`src/hdl/ipd_servo_position_controller_defines.svh`:
```
// Assertion macros shared by the servo position controller RTL.
// Each macro expands to one labeled concurrent assertion, disabled while reset is low.
`ifndef IPD_SERVO_POSITION_CONTROLLER_DEFINES_SVH
`define IPD_SERVO_POSITION_CONTROLLER_DEFINES_SVH

// Same-cycle implication.
`define IPD_ASSERT_IMPL(label, clk, rst_n, ante, cons) \
    label: assert property (@(posedge clk) disable iff (!rst_n) (ante) |-> (cons)) \
        else $error("ipd assertion failed");

// Next-cycle implication.
`define IPD_ASSERT_NEXT(label, clk, rst_n, ante, cons) \
    label: assert property (@(posedge clk) disable iff (!rst_n) (ante) |=> (cons)) \
        else $error("ipd assertion failed");

`endif

```
`src/hdl/ipd_pkg.sv`:
```
// Types and constants for the servo position controller.
// Used by every module of the block; depends on nothing else.
package ipd_pkg;

    localparam int POS_W      = 10;
    localparam int GAIN_W     = 16;
    localparam int DRIVE_W    = 9;
    localparam int VEL_W      = 11;
    localparam int ERR_W      = 11;
    localparam int PROD_W     = 28;
    localparam int HALF_W     = 16;
    localparam int ACC_W      = 32;
    localparam int CFG_IDX_W  = 3;
    localparam int CFG_DATA_W = 16;

    localparam logic [POS_W-1:0]         POS_MAX   = 10'd1023;
    localparam logic signed [ERR_W-1:0]  DEADBAND  = 11'sd2;
    localparam logic signed [HALF_W-1:0] DRIVE_MAX = 16'sd255;
    localparam logic signed [DRIVE_W-1:0] DRIVE_HI = 9'sd255;
    localparam logic signed [DRIVE_W-1:0] DRIVE_LO = -9'sd255;

    localparam logic [POS_W-1:0]  RST_SEEK_TARGET = 10'd512;
    localparam logic [POS_W-1:0]  RST_SEEK_MIN    = 10'd96;
    localparam logic [POS_W-1:0]  RST_SEEK_MAX    = 10'd928;
    localparam logic [GAIN_W-1:0] RST_KP_GAIN     = 16'd1024;
    localparam logic [GAIN_W-1:0] RST_KV_GAIN     = 16'd768;
    localparam logic [GAIN_W-1:0] RST_KI_GAIN     = 16'd16384;

    typedef enum logic [CFG_IDX_W-1:0] {
        REG_SEEK_TARGET   = 3'd0,
        REG_SEEK_MIN      = 3'd1,
        REG_SEEK_MAX      = 3'd2,
        REG_REVERSE_SENSE = 3'd3,
        REG_KP_GAIN       = 3'd4,
        REG_KV_GAIN       = 3'd5,
        REG_KI_GAIN       = 3'd6
    } cfg_idx_t;

    typedef struct packed {
        logic [POS_W-1:0]  seek_target;
        logic [POS_W-1:0]  seek_min;
        logic [POS_W-1:0]  seek_max;
        logic              reverse_sense;
        logic [GAIN_W-1:0] kp_gain;
        logic [GAIN_W-1:0] kv_gain;
        logic [GAIN_W-1:0] ki_gain;
    } cfg_t;

    // Captured sample and its velocity.
    typedef struct packed {
        logic [POS_W-1:0]        pos;
        logic signed [VEL_W-1:0] vel;
    } front_t;

    // Products ready for the accumulator stage.
    typedef struct packed {
        logic signed [PROD_W-1:0] prod_i;
        logic signed [HALF_W-1:0] pterm;
        logic signed [HALF_W-1:0] vterm;
        logic [POS_W-1:0]         reported;
    } terms_t;

endpackage

```
`src/hdl/ipd_front.sv`:
```
// Input register stage: captures the sample and forms the velocity.
// Depends on ipd_pkg and the assertion macro header.
`include "ipd_servo_position_controller_defines.svh"

module ipd_front (
    input  logic                     clk,
    input  logic                     rst_n,
    input  logic                     in_valid,
    output logic                     in_ready,
    input  logic [ipd_pkg::POS_W-1:0] sample_position,
    output logic                     front_valid,
    input  logic                     front_ready,
    output ipd_pkg::front_t          front
);
    import ipd_pkg::*;

    logic              s1_valid_reg;
    front_t            s1_reg;
    logic [POS_W-1:0]  last_sample_reg;
    logic              accept;

    assign in_ready    = !s1_valid_reg || front_ready;
    assign accept      = in_valid && in_ready;
    assign front_valid = s1_valid_reg;
    assign front       = s1_reg;

    always_ff @(posedge clk or negedge rst_n)
    begin
        if (!rst_n)
        begin
            s1_valid_reg    <= 1'b0;
            last_sample_reg <= '0;
        end
        else
        begin
            if (in_ready)
            begin
                s1_valid_reg <= in_valid;
            end
            if (accept)
            begin
                last_sample_reg <= sample_position;
            end
        end
    end

    always_ff @(posedge clk)
    begin
        if (accept)
        begin
            s1_reg.pos <= sample_position;
            s1_reg.vel <= $signed({1'b0, sample_position}) - $signed({1'b0, last_sample_reg});
        end
    end

    `IPD_ASSERT_NEXT(a_front_hold, clk, rst_n, s1_valid_reg && !front_ready, s1_valid_reg && $stable(s1_reg))

endmodule

```
`src/hdl/ipd_terms.sv`:
```
// Error and gain stage: clamps the command, removes the deadband, forms the three products.
// Depends on ipd_pkg.
module ipd_terms (
    input  logic            clk,
    input  logic            rst_n,
    input  ipd_pkg::cfg_t   cfg,
    input  logic            front_valid,
    output logic            front_ready,
    input  ipd_pkg::front_t front,
    output logic            terms_valid,
    input  logic            terms_ready,
    output ipd_pkg::terms_t terms
);
    import ipd_pkg::*;

    logic                     s2_valid_reg;
    terms_t                   s2_reg;
    terms_t                   s2_next;
    logic [POS_W-1:0]         cmd_m;
    logic [POS_W-1:0]         lo_m;
    logic [POS_W-1:0]         hi_m;
    logic [POS_W-1:0]         cmd_lo;
    logic [POS_W-1:0]         cmd;
    logic signed [ERR_W-1:0]  err_raw;
    logic signed [ERR_W-1:0]  err;
    logic [25:0]              pprod;
    logic signed [PROD_W-1:0] vprod;
    logic signed [PROD_W-1:0] vadj;

    assign front_ready = !s2_valid_reg || terms_ready;
    assign terms_valid = s2_valid_reg;
    assign terms       = s2_reg;

    always_comb
    begin
        // Reverse mode mirrors the command and both limits.
        cmd_m = cfg.reverse_sense ? POS_MAX - cfg.seek_target : cfg.seek_target;
        lo_m  = cfg.reverse_sense ? POS_MAX - cfg.seek_min    : cfg.seek_min;
        hi_m  = cfg.reverse_sense ? POS_MAX - cfg.seek_max    : cfg.seek_max;
        // Minimum first, maximum second, so crossed limits resolve to the maximum.
        cmd_lo = (cmd_m < lo_m) ? lo_m : cmd_m;
        cmd    = (cmd_lo > hi_m) ? hi_m : cmd_lo;

        err_raw = $signed({1'b0, cmd}) - $signed({1'b0, front.pos});
        if (err_raw > DEADBAND)
        begin
            err = err_raw - DEADBAND;
        end
        else if (err_raw < -DEADBAND)
        begin
            err = err_raw + DEADBAND;
        end
        else
        begin
            err = '0;
        end

        pprod = front.pos * cfg.kp_gain;
        vprod = front.vel * $signed({1'b0, cfg.kv_gain});
        // Bias negative products so the shift truncates toward zero.
        vadj  = vprod + (vprod[PROD_W-1] ? 28'sd255 : 28'sd0);

        s2_next.prod_i   = err * $signed({1'b0, cfg.ki_gain});
        s2_next.pterm    = pprod[23:8];
        s2_next.vterm    = vadj[23:8];
        s2_next.reported = cfg.reverse_sense ? POS_MAX - front.pos : front.pos;
    end

    always_ff @(posedge clk or negedge rst_n)
    begin
        if (!rst_n)
        begin
            s2_valid_reg <= 1'b0;
        end
        else if (front_ready)
        begin
            s2_valid_reg <= front_valid;
        end
    end

    always_ff @(posedge clk)
    begin
        if (front_valid && front_ready)
        begin
            s2_reg <= s2_next;
        end
    end

endmodule

```
`src/hdl/ipd_accum.sv`:
```
// Accumulator and result stage: integrates, forms the drive, saturates with anti-windup.
// Depends on ipd_pkg and the assertion macro header.
`include "ipd_servo_position_controller_defines.svh"

module ipd_accum (
    input  logic                                clk,
    input  logic                                rst_n,
    input  logic                                terms_valid,
    output logic                                terms_ready,
    input  ipd_pkg::terms_t                     terms,
    output logic                                out_valid,
    input  logic                                out_ready,
    output logic signed [ipd_pkg::DRIVE_W-1:0]  drive_value,
    output logic [ipd_pkg::POS_W-1:0]           reported_position
);
    import ipd_pkg::*;

    logic [ACC_W-1:0]          acc_reg;
    logic [ACC_W-1:0]          acc_next;
    logic [ACC_W-1:0]          acc_sum;
    logic signed [HALF_W-1:0]  itg;
    logic signed [HALF_W-1:0]  drive_w;
    logic signed [HALF_W-1:0]  pv;
    logic                      sat_hi;
    logic                      sat_lo;
    logic signed [DRIVE_W-1:0] drive_sat;
    logic                      out_valid_reg;
    logic signed [DRIVE_W-1:0] drive_value_reg;
    logic [POS_W-1:0]          reported_reg;
    logic                      fire;

    assign terms_ready       = !out_valid_reg || out_ready;
    assign fire              = terms_valid && terms_ready;
    assign out_valid         = out_valid_reg;
    assign drive_value       = drive_value_reg;
    assign reported_position = reported_reg;

    always_comb
    begin
        acc_sum = acc_reg + {{(ACC_W-PROD_W){terms.prod_i[PROD_W-1]}}, terms.prod_i};
        itg     = acc_sum[ACC_W-1:HALF_W];
        drive_w = itg - terms.pterm - terms.vterm;
        pv      = terms.pterm + terms.vterm;
        sat_hi  = drive_w > DRIVE_MAX;
        sat_lo  = drive_w < -DRIVE_MAX;
        if (sat_lo)
        begin
            drive_sat = DRIVE_LO;
            acc_next  = {pv - DRIVE_MAX, {HALF_W{1'b0}}};
        end
        else if (sat_hi)
        begin
            drive_sat = DRIVE_HI;
            acc_next  = {pv + DRIVE_MAX, {HALF_W{1'b0}}};
        end
        else
        begin
            drive_sat = drive_w[DRIVE_W-1:0];
            acc_next  = acc_sum;
        end
    end

    always_ff @(posedge clk or negedge rst_n)
    begin
        if (!rst_n)
        begin
            out_valid_reg <= 1'b0;
            acc_reg       <= '0;
        end
        else
        begin
            if (terms_ready)
            begin
                out_valid_reg <= terms_valid;
            end
            if (fire)
            begin
                acc_reg <= acc_next;
            end
        end
    end

    always_ff @(posedge clk)
    begin
        if (fire)
        begin
            drive_value_reg <= drive_sat;
            reported_reg    <= terms.reported;
        end
    end

    `IPD_ASSERT_IMPL(a_drive_range, clk, rst_n, out_valid_reg, (drive_value_reg >= DRIVE_LO) && (drive_value_reg <= DRIVE_HI))
    `IPD_ASSERT_NEXT(a_sat_clears_low, clk, rst_n, fire && (sat_hi || sat_lo), acc_reg[HALF_W-1:0] == '0)

endmodule

```
`src/hdl/ipd_servo_position_controller.sv`:
```
// Top level of the servo position controller: configuration registers and the three-stage pipeline.
// Depends on ipd_pkg, ipd_front, ipd_terms, ipd_accum and the assertion macro header.
`include "ipd_servo_position_controller_defines.svh"

// IPD servo position controller with integral anti-windup. Each word on the
// input channel is one 10-bit converter sample; each produces exactly one
// result word carrying a 9-bit signed motor drive (limited to +/-255) and the
// reported position (mirrored in reverse mode). The block takes one word per
// clock cycle while the output is not stalled. Each accepted word passes
// through the input register, where the velocity is formed against the
// previous sample, then the gain stage, where the command is mirrored,
// clamped and compared and the three products are taken, and then the
// accumulator stage, whose add-and-saturate loop on the 32-bit integral
// sets the throughput of one word per cycle. Results wait in the
// output register while the input side keeps filling the pipeline, so stalls
// on the output only stop the input once all three stages hold words.
// Configuration registers are written through the cfg port, which is always
// ready; indexes 0 to 6 follow the register list, other indexes are ignored.
// Writes are meant to happen only while no word is in flight.
module ipd_servo_position_controller (
    input  logic                                   clk,
    input  logic                                   rst_n,
    input  logic                                   cfg_valid,
    output logic                                   cfg_ready,
    input  logic [ipd_pkg::CFG_IDX_W-1:0]          cfg_index,
    input  logic [ipd_pkg::CFG_DATA_W-1:0]         cfg_data,
    input  logic                                   in_valid,
    output logic                                   in_ready,
    input  logic [ipd_pkg::POS_W-1:0]              sample_position,
    output logic                                   out_valid,
    input  logic                                   out_ready,
    output logic signed [ipd_pkg::DRIVE_W-1:0]     drive_value,
    output logic [ipd_pkg::POS_W-1:0]              reported_position
);
    import ipd_pkg::*;

    logic [POS_W-1:0]  seek_target_reg;
    logic [POS_W-1:0]  seek_min_reg;
    logic [POS_W-1:0]  seek_max_reg;
    logic              reverse_sense_reg;
    logic [GAIN_W-1:0] kp_gain_reg;
    logic [GAIN_W-1:0] kv_gain_reg;
    logic [GAIN_W-1:0] ki_gain_reg;
    cfg_t              cfg;
    logic              cfg_write;
    logic              rev_write;

    logic              front_valid;
    logic              front_ready;
    front_t            front;
    logic              terms_valid;
    logic              terms_ready;
    terms_t            terms;

    // The register file never stalls a write.
    assign cfg_ready = 1'b1;
    assign cfg_write = cfg_valid && cfg_ready;
    assign rev_write = cfg_write && (cfg_index == REG_REVERSE_SENSE);

    always_ff @(posedge clk or negedge rst_n)
    begin
        if (!rst_n)
        begin
            seek_target_reg   <= RST_SEEK_TARGET;
            seek_min_reg      <= RST_SEEK_MIN;
            seek_max_reg      <= RST_SEEK_MAX;
            reverse_sense_reg <= 1'b0;
            kp_gain_reg       <= RST_KP_GAIN;
            kv_gain_reg       <= RST_KV_GAIN;
            ki_gain_reg       <= RST_KI_GAIN;
        end
        else if (cfg_write)
        begin
            unique case (cfg_idx_t'(cfg_index))
                REG_SEEK_TARGET:   seek_target_reg   <= cfg_data[POS_W-1:0];
                REG_SEEK_MIN:      seek_min_reg      <= cfg_data[POS_W-1:0];
                REG_SEEK_MAX:      seek_max_reg      <= cfg_data[POS_W-1:0];
                REG_REVERSE_SENSE: reverse_sense_reg <= cfg_data[0];
                REG_KP_GAIN:       kp_gain_reg       <= cfg_data[GAIN_W-1:0];
                REG_KV_GAIN:       kv_gain_reg       <= cfg_data[GAIN_W-1:0];
                REG_KI_GAIN:       ki_gain_reg       <= cfg_data[GAIN_W-1:0];
                default:           ;
            endcase
        end
    end

    always_comb
    begin
        cfg.seek_target   = seek_target_reg;
        cfg.seek_min      = seek_min_reg;
        cfg.seek_max      = seek_max_reg;
        cfg.reverse_sense = reverse_sense_reg;
        cfg.kp_gain       = kp_gain_reg;
        cfg.kv_gain       = kv_gain_reg;
        cfg.ki_gain       = ki_gain_reg;
    end

    // Stage one: sample capture and velocity.
    ipd_front u_front (
        .clk             (clk),
        .rst_n           (rst_n),
        .in_valid        (in_valid),
        .in_ready        (in_ready),
        .sample_position (sample_position),
        .front_valid     (front_valid),
        .front_ready     (front_ready),
        .front           (front)
    );

    // Stage two: command clamp, deadband and products.
    ipd_terms u_terms (
        .clk         (clk),
        .rst_n       (rst_n),
        .cfg         (cfg),
        .front_valid (front_valid),
        .front_ready (front_ready),
        .front       (front),
        .terms_valid (terms_valid),
        .terms_ready (terms_ready),
        .terms       (terms)
    );

    // Stage three: integral, drive, saturation and the output register.
    ipd_accum u_accum (
        .clk               (clk),
        .rst_n             (rst_n),
        .terms_valid       (terms_valid),
        .terms_ready       (terms_ready),
        .terms             (terms),
        .out_valid         (out_valid),
        .out_ready         (out_ready),
        .drive_value       (drive_value),
        .reported_position (reported_position)
    );

    `IPD_ASSERT_NEXT(a_cfg_rev, clk, rst_n, rev_write, reverse_sense_reg == $past(cfg_data[0]))

endmodule
```
`config.mk`:
```
export PLATFORM = sky130hd
export DESIGN_NAME = ipd_servo_position_controller
export DESIGN_NICKNAME = d
export VERILOG_FILES = /design/src/hdl/ipd_pkg.sv /design/src/hdl/ipd_front.sv /design/src/hdl/ipd_terms.sv /design/src/hdl/ipd_accum.sv /design/src/hdl/ipd_servo_position_controller.sv
export VERILOG_INCLUDE_DIRS = /design/src /design/src/hdl
export SDC_FILE = /design/constraint.sdc
export NUM_CORES = 2
export LEC_CHECK = 0
export ABC_AREA = 1
export BUFFER_PORTS_ARGS = -buffer_cell sky130_fd_sc_hd__buf_4
export CAP_MARGIN = 5
export CORE_MARGIN = 2
export CORE_UTILIZATION = 50
export CTS_CLUSTER_SIZE = 8
export DETAILED_ROUTE_END_ITERATION = 8
export GPL_TIMING_DRIVEN = 0
export PLACE_DENSITY = 0.68
export SLEW_MARGIN = 20
export SYNTH_ARGS = -nofsm -noshare
export SYNTH_HDL_FRONTEND = slang
export SYNTH_HIERARCHICAL = 1
export SYNTH_SLANG_ARGS = --single-unit
export TNS_END_PERCENT = 100
```
`constraint.sdc`:
```
create_clock -name clk -period 10.4 [get_ports clk]
set_input_delay 1.04 -clock clk [delete_from_list [all_inputs] [get_ports clk]]
set_output_delay 1.04 -clock clk [all_outputs]
set_load 0.02 [all_outputs]
```
==> results.py <==
metrics = {
    "routing": {
        "wire_per_inst_um": 16.68,
        "drt-vias-per-instance": 5.277,
        "ant_nets": 0,
        "drtIter0Drc": 2211,
        "wirelength_um": 90020,
        "first_pass_iters": 6,
        "route.detailed.drc": 0,
        "via_count": 28480,
    },
    "floorplan": {
        "core-area_um2": 66800,
        "dieWidth_um": 263.1,
        "dieArea_um2": 69230,
        "start_util_pct": 50.26,
        "io_pins": 56,
        "rows": 95,
        "die_h_um": 263.1,
    },
    "worst_setup_path": {
        "path_common_cell": "nand2_1",
        "critPathKind": "flop to flop",
        "cp.arrival_ns": 10.81,
        "worstSetupEndpointType": "flop",
        "crit_path_max_incr_delay_ns": 0.56,
        "start_kind": "flop",
        "crit_required_ns": 10.68,
        "ff2ff_path_depth": 55,
        "crit_slowest_cell": "fa_1",
        "path_max_fanout": 6,
    },
    "run_status": {
        "failed_checks": "setup timing",
        "outcome": "finished, violations left",
    },
    "global_routing": {
        "grt_pass1_wl_um": 145900,
        "use_met3_pct": 3.489,
        "antenna_found_initial": 0,
        "gr-usage-met2_pct": 43.19,
        "use_met1_pct": 36.43,
        "track_usage_pct": 26.18,
        "grt_max_degree": 90,
        "grt_busiest_layer": "met2",
        "grt_pass1_vias": 28260,
        "gr-total-overflow": 0,
    },
    "yosys": {
        "synth_area_um2": 33570,
        "synth_adder_area_share_pct": 35.27,
        "synth_area_leaders": "fa_1, nand2_1, ha_1, edfxtp_1, inv_1",
        "synth_most_common_cell": "nand2_1",
        "synth_edf_count": 110,
        "syn_area_per_cell_um2": 7.725,
        "synthMuxAreaShare_pct": 0,
        "synth_top_family_by_area": "adder cells",
        "synth_ff_type": "dfrtp_1",
        "synth-xor-area-share_pct": 5.050,
        "ys_seq_area_share_pct": 19.12,
        "yosys_warnings": 6,
        "async_reset_ff_share_pct": 52.99,
        "synth_compound_area_share_pct": 5.225,
        "syn_inst": 4346,
        "yosysTopAreaCellShare_pct": 22.60,
        "synth-simple-area-share_pct": 24.03,
        "synth.cells.most_frequent": "nand2_1, inv_1, fa_1, ha_1, nand3_1",
        "synth_cell_types": 59,
        "ys_ff_latch": 234,
        "yosysTopAreaCell": "fa_1",
        "synth_nets": 5099,
    },
    "timing": {
        "fin_crit_sh_pct": 101.2,
        "worst_clock_skew_ns": 0.03316,
        "hold_slack_ns": 0.3584,
        "worst_pin_slew_ns": 0.9942,
        "relSlewSlack_pct": 33.72,
        "max_freq_mhz": 94.98,
        "period_needed_ns": 10.53,
        "rsz0062_at_grt": "yes",
        "slew_violations": 0,
        "fin_ws_ns": -0.1285,
        "setup_violations": 7,
        "hold_violations": 0,
    },
    "cts": {
        "clock_sinks": 234,
        "htreeDepth": 2,
        "cts_tree": "done",
        "cts-root-buf": "clkbuf_16",
        "cts_buffers": 36,
        "clk_path_buf_depth": 3,
        "clk_latency_ns": 0.57,
        "clkSlewWorstSetupHoldPaths_ns": 0.05,
        "ctsHoldBuffers": 0,
    },
    "place": {
        "postPlaceCellArea_um2": 35210,
        "place_ws_ns": -1.784,
        "place_congestion": 0.9257,
        "dp_hpwl_um": 71780,
        "portBuffers": 54,
        "dpl.cell_count": 5277,
    },
    "min_path": {
        "hp-class": "primary input to async pin",
    },
    "flow_run": {
        "drv_cap": 0,
    },
    "layout": {
        "instances_no_fill": 5397,
        "synthToLayoutAreaGrowth_pct": 12.73,
        "largest_reg_flops": 70,
        "design_area_um2": 37850,
        "nets": 5251,
        "drive_gt1_share_pct": 10.59,
    },
}
## cells by family (layout without fill, tap and decap cells)
group / Yosys count / count (layout)
AO/OA/AOI/OAI: 316 / 316
XOR/XNOR: 185 / 185
adder cells (fa/ha/maj): 719 / 719
buffers and inverters: 970 / 1146
flip-flops: 234 / 234
other: 1 / 2
AND/OR/NAND/NOR: 1921 / 1922
## worst max-delay path: cells and delay by family, from the launching register on
| kind | cells | cell delay [ns] |
|---|---|---|
| xor+xnor | 3 | 0.65 |
| compound gates | 13 | 1.59 |
| buf+inv | 11 | 1.23 |
| fa+ha+maj | 12 | 4.47 |
| simple gates | 16 | 1.75 |
| flops | 1 | 0.50 |
## layer usage
layer  wire (µm)  vias to the layer above
li1            -                    13680
met1       39650                    13640
met2       41690                     1010
met3        6218                      149
met4        2456                        0
met5           0                        -
## path summary, 6_finish.rpt
check,startpoint,endpoint,slack (ns)
max,reverse_sense_reg,u_terms/terms[69],-0.13
min,rst_n,u_accum/acc_reg[6],0.36
max reg2reg,reverse_sense_reg,u_terms/terms[69],-0.13
min reg2reg,u_terms/terms[3],u_accum/reported_position[3],0.41
max in group asynchronous,rst_n,kp_gain_reg[10],9.25
min in group clk,u_terms/terms[3],u_accum/reported_position[3],0.41
## stage by stage
stage | setup TNS [ns] | utilization, %
finish | -0.5042 | 56.66
global route | -5.556 | 56.65
CTS | -0.01536 | 55.39
detailed placement | -27.80 | 52.70
global placement | -25.58 | 52.51
floorplan | 0 | -
## area by class of cell
type | instances | area, µm²
antenna | 1 | 2.502
buffer | 128 | 701.9
clock buffer | 56 | 975.9
clock inverter | 7 | 111.4
fill | 6213 | 28950
inverter | 840 | 3166
multi-input combinational | 3143 | 24380
sequential | 234 | 6421
tap | 873 | 1092
timing repair buffer | 115 | 994.7
## placed cells by master, fill, tap and decap left out, types with 15 or more instances in the layout
cell / instances
xor2_2: 15
nor3_1: 22
a21oi_1: 133
clkbuf_1: 87
o21ai_1: 26
nor2_2: 21
buf_4: 113
buf_6: 15
ha_4: 19
nor2_1: 248
or2_2: 18
nand2_1: 1180
inv_2: 18
o21ai_0: 61
inv_1: 817
nand2_2: 48
clkbuf_16: 38
a21oi_2: 22
xnor2_1: 59
xor2_1: 95
nand4_1: 33
buf_1: 19
edfxtp_1: 110
ha_1: 315
dfrtp_1: 112
nand3_1: 286
buf_2: 15
fa_1: 375
## timing repair
item,CTS,global route
resized for setup,110,135
buffers inserted,33,19
pin swaps,35,70
cloned,2,4
setup endpoints to repair,23,20
Power is not shown: default switching activity piles up to over one toggle a cycle in this logic, so the estimate is an artifact.
